## src/rtl/ftrp_pkg.sv

```systemverilog
// Shared types, event codes and constant byte tables for the framed reply parser.
// No dependencies.
package ftrp_pkg;

	localparam int unsigned MAX_PAYLOAD = 4096;
	localparam int unsigned NAME_BYTES  = 128;
	localparam int unsigned AVATAR_MAX  = 4096;
	localparam int unsigned TICKET_MAX  = 2048;
	localparam int unsigned HDR_LEN     = 11;
	localparam int unsigned EVQ_DEPTH   = 4;

	typedef enum logic [4:0] {
		EV_BAD_MAGIC      = 5'd0,
		EV_UNKNOWN_REPLY  = 5'd1,
		EV_CHAL_MISMATCH  = 5'd2,
		EV_TICKET_BIG     = 5'd3,
		EV_IDENTITY       = 5'd4,
		EV_TICKET_BYTE    = 5'd5,
		EV_PLAYER_BEGIN   = 5'd6,
		EV_NAME_BYTE      = 5'd7,
		EV_NAME_LONG      = 5'd8,
		EV_AVATAR_BYTE    = 5'd9,
		EV_AVATAR_BIG     = 5'd10,
		EV_RELATION       = 5'd11,
		EV_GAME           = 5'd12,
		EV_PERSONA        = 5'd13,
		EV_UNKNOWN_FIELD  = 5'd14,
		EV_PLAYER_DONE    = 5'd15,
		EV_PLAYER_ABANDON = 5'd16,
		EV_OVERFLOW       = 5'd17
	} ev_code_t;

	// field type codes
	localparam logic [7:0] FT_NAME     = 8'd1;
	localparam logic [7:0] FT_AVATAR   = 8'd2;
	localparam logic [7:0] FT_RSV3     = 8'd3;
	localparam logic [7:0] FT_RSV4     = 8'd4;
	localparam logic [7:0] FT_RELATION = 8'd5;
	localparam logic [7:0] FT_RSV6     = 8'd6;
	localparam logic [7:0] FT_GAME     = 8'd7;
	localparam logic [7:0] FT_RSV8     = 8'd8;
	localparam logic [7:0] FT_PERSONA  = 8'd9;

	typedef struct packed {
		logic [4:0]  event_res;
		logic [63:0] value;
		logic [7:0]  data_byte;
		logic [7:0]  field_kind;
		logic        last;
	} ev_t;

	// events produced by one input byte, at most two
	typedef struct packed {
		logic [1:0] n;
		ev_t        e0;
		ev_t        e1;
	} push_t;

	function automatic logic [7:0] magic_byte(input logic [1:0] idx);
		logic [7:0] r;
		unique case (idx)
			2'd0: r = 8'h53;
			2'd1: r = 8'h42;
			2'd2: r = 8'h52;
			default: r = 8'h4B;
		endcase
		return r;
	endfunction

	// reply header tables; the two differ only at positions 3..6, 8 and 9
	function automatic logic [7:0] hdr_byte(input logic player, input logic [3:0] idx);
		logic [7:0] r;
		unique case (idx)
			4'd0: r = "s";
			4'd1: r = "b";
			4'd2: r = "_";
			4'd3: r = player ? "p" : "c";
			4'd4: r = player ? "l" : "o";
			4'd5: r = player ? "a" : "n";
			4'd6: r = player ? "y" : "n";
			4'd7: r = "e";
			4'd8: r = player ? "r" : "c";
			4'd9: r = player ? "x" : "t";
			default: r = 8'h0A;
		endcase
		return r;
	endfunction

	function automatic ev_t mk_ev(input ev_code_t c, input logic [63:0] v,
			input logic [7:0] d, input logic [7:0] k, input logic l);
		ev_t e;
		e.event_res  = c;
		e.value      = v;
		e.data_byte  = d;
		e.field_kind = k;
		e.last       = l;
		return e;
	endfunction

endpackage

```

## src/rtl/ftrp_evq.sv

```systemverilog
// Small event queue: takes up to two events per cycle, releases one beat per cycle while out_ready is high.
// Depends on ftrp_pkg.
module ftrp_evq (
	input  logic            clk,
	input  logic            arst_n,
	input  ftrp_pkg::push_t push,
	output logic            room2,
	output logic            out_valid,
	input  logic            out_ready,
	output ftrp_pkg::ev_t   head
);
	import ftrp_pkg::*;

	localparam int unsigned AW = $clog2(EVQ_DEPTH);

	ev_t           mem_q [EVQ_DEPTH];
	logic [AW-1:0] wr_q, rd_q;
	logic [AW:0]   cnt_q;
	logic          pop;

	assign out_valid = (cnt_q != '0);
	assign pop       = out_valid && out_ready;
	assign room2     = (cnt_q <= (AW+1)'(EVQ_DEPTH - 2));
	assign head      = mem_q[rd_q];

	always_ff @(posedge clk) begin
		if (push.n != 2'd0) mem_q[wr_q] <= push.e0;
		if (push.n == 2'd2) mem_q[wr_q + AW'(1)] <= push.e1;
	end

	always_ff @(posedge clk or negedge arst_n) begin
		if (!arst_n) begin
			wr_q  <= '0;
			rd_q  <= '0;
			cnt_q <= '0;
		end else begin
			wr_q  <= wr_q + AW'(push.n);
			if (pop) rd_q <= rd_q + AW'(1);
			cnt_q <= cnt_q + (AW+1)'(push.n) - (AW+1)'(pop);
		end
	end

endmodule

```

## config.mk

```make
export PLATFORM = sky130hd
export DESIGN_NAME = ftrp_evq
export DESIGN_NICKNAME = d
export VERILOG_FILES = /design/src/rtl/ftrp_pkg.sv /design/src/rtl/ftrp_evq.sv
export SDC_FILE = /design/constraint.sdc
export NUM_CORES = 1
export LEC_CHECK = 0
export ABC_AREA = 1
export BUFFER_PORTS_ARGS = -buffer_cell sky130_fd_sc_hd__clkbuf_2
export CAP_MARGIN = 10
export CORE_UTILIZATION = 30
export CTS_BUF_LIST = sky130_fd_sc_hd__clkbuf_8
export DETAILED_ROUTE_END_ITERATION = 8
export REMOVE_ABC_BUFFERS = 1
export SLEW_MARGIN = 25
export SYNTH_ARGS = -nofsm -noshare
export SYNTH_HDL_FRONTEND = slang
export SYNTH_SLANG_ARGS = --single-unit
export TNS_END_PERCENT = 30
```

## constraint.sdc

```tcl
create_clock -name clk -period 3.07 [get_ports clk]
set_input_delay 0.614 -clock clk [delete_from_list [all_inputs] [get_ports clk]]
set_output_delay 0.614 -clock clk [all_outputs]
set_load 0.05 [all_outputs]
```

==> results.toml <==
[setup_path]
worst_setup_path_start_kind = "flip-flop"
path_cells = "buf_16 > o21ai_0 > nand2_1 > nand2_1 > clkbuf_2"
worst-path-buf-inv = 2
ff2ff_setup_slack_ps = 900
cpMaxStageDelayCell = "dfrtp_4"
critPathMaxStageDelay_ps = 520
cp_data_arrival_time_ps = 2350
crit_cells = 5
r2r_end = "mem_q[3][51]"
r2r-start = "wr_q[1]"
critPathKind = "flip-flop to output pin"
ff2ff_path_depth = 5
required_ps = 2460
end_kind = "output pin"
cp_top_family = "buffers and inverters"
path_common_cell = "nand2_1"
crit_fanout = 131

[timing]
maxSlewHeadroom = 0.364
rsz0062_at_grt = "yes"
clock.fmax_mhz = 337
period_needed_ps = 2960
finalCritPeriodShare = 0.965
hold_violations = 0
worst_slack_ps = 106
drv_slew = 0
setup_viol = 0
fin_hold_ws_ps = 236
worst_pin_slew_ps = 953
finClkSkew_ps = 28.1

[hold_path]
hold_path_class = "primary input to flip-flop"
hp-start = "out_ready"
hold_path_end = "rd_q[0]"
whs_path_depth = 3

[cells_and_area]
nets = 2688
area_growth_pct = 20.2
drive_gt1_frac = 0.158

[global_route]
grt_max_degree = 139
grt.overflow.total = 0
grt_pass1_wl_um = 89700
grt_antenna_before_repair = 10
globalRouteTotalUtil = 0.185
grt_pass1_vias = 15600

[floorplan]
dieArea_um2 = 63300
start_util = 0.303
coreArea_um2 = 61600
die_w_um = 252
rows = 91
die_h_um = 252
pin_count = 265

[yosys]
synthXorXnorAreaFrac = 0
ys.flop_type = "edfxtp_1"
async_flop_share = 0.0199
synthMuxAreaShare = 0
synth_fa_ha_area_frac = 0.00375
synth_top_family_by_area = "simple AND/OR/NAND/NOR gates"
yosys-top-cells-count = "nand2_1 (1060), edfxtp_1 (344), nand3_1 (262)"
synth_compound_area_frac = 0.0464
yosysMostFrequentCell = "nand2_1"
netlist_area_um2 = 18700
synthTopCellsByArea = "edfxtp_1 (55%), nand2_1 (21%), nand3_1 (7.0%)"
seq_area_frac_synth = 0.562
yosys_warnings = 0
syn_area_per_cell_um2 = 8.15
yosys.area.top_type = "edfxtp_1"
ys_types = 23
synth_top_area_frac = 0.553
synth_cells = 2293
synth_edf_count = 344
ys_ff_latch = 351
synth-simple-area-share = 0.323

[place]
dpl_worst_slack_ps = 742
place_hpwl_um = 34000
gp_congestion = 0.761
io_buffers = 264

[clock_tree]
cts_tree = "yes"
cts_buffers = 68
cts_max_level = 3
insertion_delay_ps = 640
cts.sinks = 351
cts-root-buf = "clkbuf_8"
worst_setup_hold_path_clk_slew_ps = 50
post_cts_buffers = 0
clockBufferDepth = 3

[run_status]
status = "finished clean"

[pwr]
swShare = 0.478
power_frac_comb = 0.521
fin_total_pwr_mw = 24.8
vdd_drop_max_v = 0.000916
pwr-share-seq = 0.310
internal_power_mw = 13.0
pwr-share-clk = 0.168
powerDensity_nw_per_um2 = 1110
p_leak_nw = 10.4
switching_power_mw = 11.9

[routing]
viasPerCell = 4.74
drt-initial-drc-count = 1082
routed_wirelength_um = 58300
vias = 16100
drc = 0
ant_nets = 0
dr.pass1.iters = 5
routedWlPerCell_um = 17.2

[flow_run]
max_cap_violations = 0
==> layout by cell type (no fill, tap or decap), drive strengths merged <==
master | synthesis | layout
or2 | 1 | 1
buf | 104 | 73
o21ai | 172 | 172
nand2 | 1062 | 1062
dlygate4sd3 | 0 | 1
clkinvlp | 0 | 3
nand3b | 1 | 1
nor2 | 177 | 177
clkinv | 0 | 22
inv | 101 | 121
a21oi | 1 | 1
fa | 1 | 1
diode | 0 | 7
clkbuf | 55 | 299
dfrtp | 7 | 7
edfxtp | 344 | 344
nand3 | 262 | 262
nand4 | 1 | 1
ha | 4 | 4
==> per-layer routing <==
metal	global-route usage	wire, um	vias up	part of all wire
li1	-	-	7906	-
met1	0.239	25300	7523	0.43
met2	0.302	27500	551	0.47
met3	0.0378	3900	100	0.067
met4	0.0760	1580	6	0.027
met5	0	41	-	0.00070
==> worst max path at each step <==
stage	start	slack, ps	to
finish	rd_q[0]	110	head[2]
global placement	push[172]	760	mem_q[1][31]
global route	rd_q[0]	-30	head[71]
floorplan	push[172]	-4580	mem_q[1][0]
detailed placement	push[172]	740	mem_q[1][31]
CTS	rd_q[0]	70	head[9]
==> flip-flops by register name, indices dropped and copies added, names as in the netlist <==
| register | flops |
|---|---|
| cnt_q | 3 |
| mem_q | 344 |
| rd_q | 2 |
| wr_q | 2 |
==> worst reg2reg max path, stage by stage, from the launching register on <==
cell and delay [ps]:
dfrtp_1 620, inv_2 130, nor2_8 180, buf_4 770
nand3_1 200, nand2_1 100
==> through the flow <==
step | std cells | cell area, um^2 | util | TNS (ps)
6_report | 3396 | 22500 | 0.364 | 0
5_1_grt | 3391 | 22400 | 0.364 | -113
4_1_cts | 3389 | 22400 | 0.364 | 0
3_5_place_dp | 3272 | 21200 | 0.345 | 0
3_3_place_gp | 3272 | 21200 | 0.345 | 0
2_1_floorplan | 2134 | 17800 | - | -1979570
==> kinds of logic after synthesis <==
family	count (synthesis)
adders and majority gates	5
buffers and inverters	260
and+or+nand+nor	1504
DFF	351
AOI/OAI and AO/OA	173
==> power by group through the flow <==
stage          clock network [mW]  registers [mW]  logic [mW]
2_1_floorplan                   0            8.11        7.40
3_3_place_gp                    0            7.79        13.0
3_5_place_dp                    0            7.81        13.1
4_1_cts                      4.30            7.72        13.1
5_1_grt                      4.48            7.86        14.0
6_report                     4.18            7.71        13.0
==> cell type report <==
| type | instances | area, um^2 |
|---|---|---|
| fill | 6258 | 39100 |
| timing repair buffer | 302 | 2290 |
| tap | 837 | 1050 |
| multi-input combinational | 1682 | 7020 |
| sequential | 351 | 10500 |
| clock buffer | 71 | 977 |
| clock inverter | 45 | 193 |
| inverter | 101 | 392 |
| antenna | 7 | 17.5 |
==> repair_timing <==
item / CTS / global route
hold endpoints to repair: 7 / 0
resized for setup: 0 / 15
hold buffers: 1 / 0
setup endpoints to repair: 0 / 27
(Power assumes the default switching activity.)
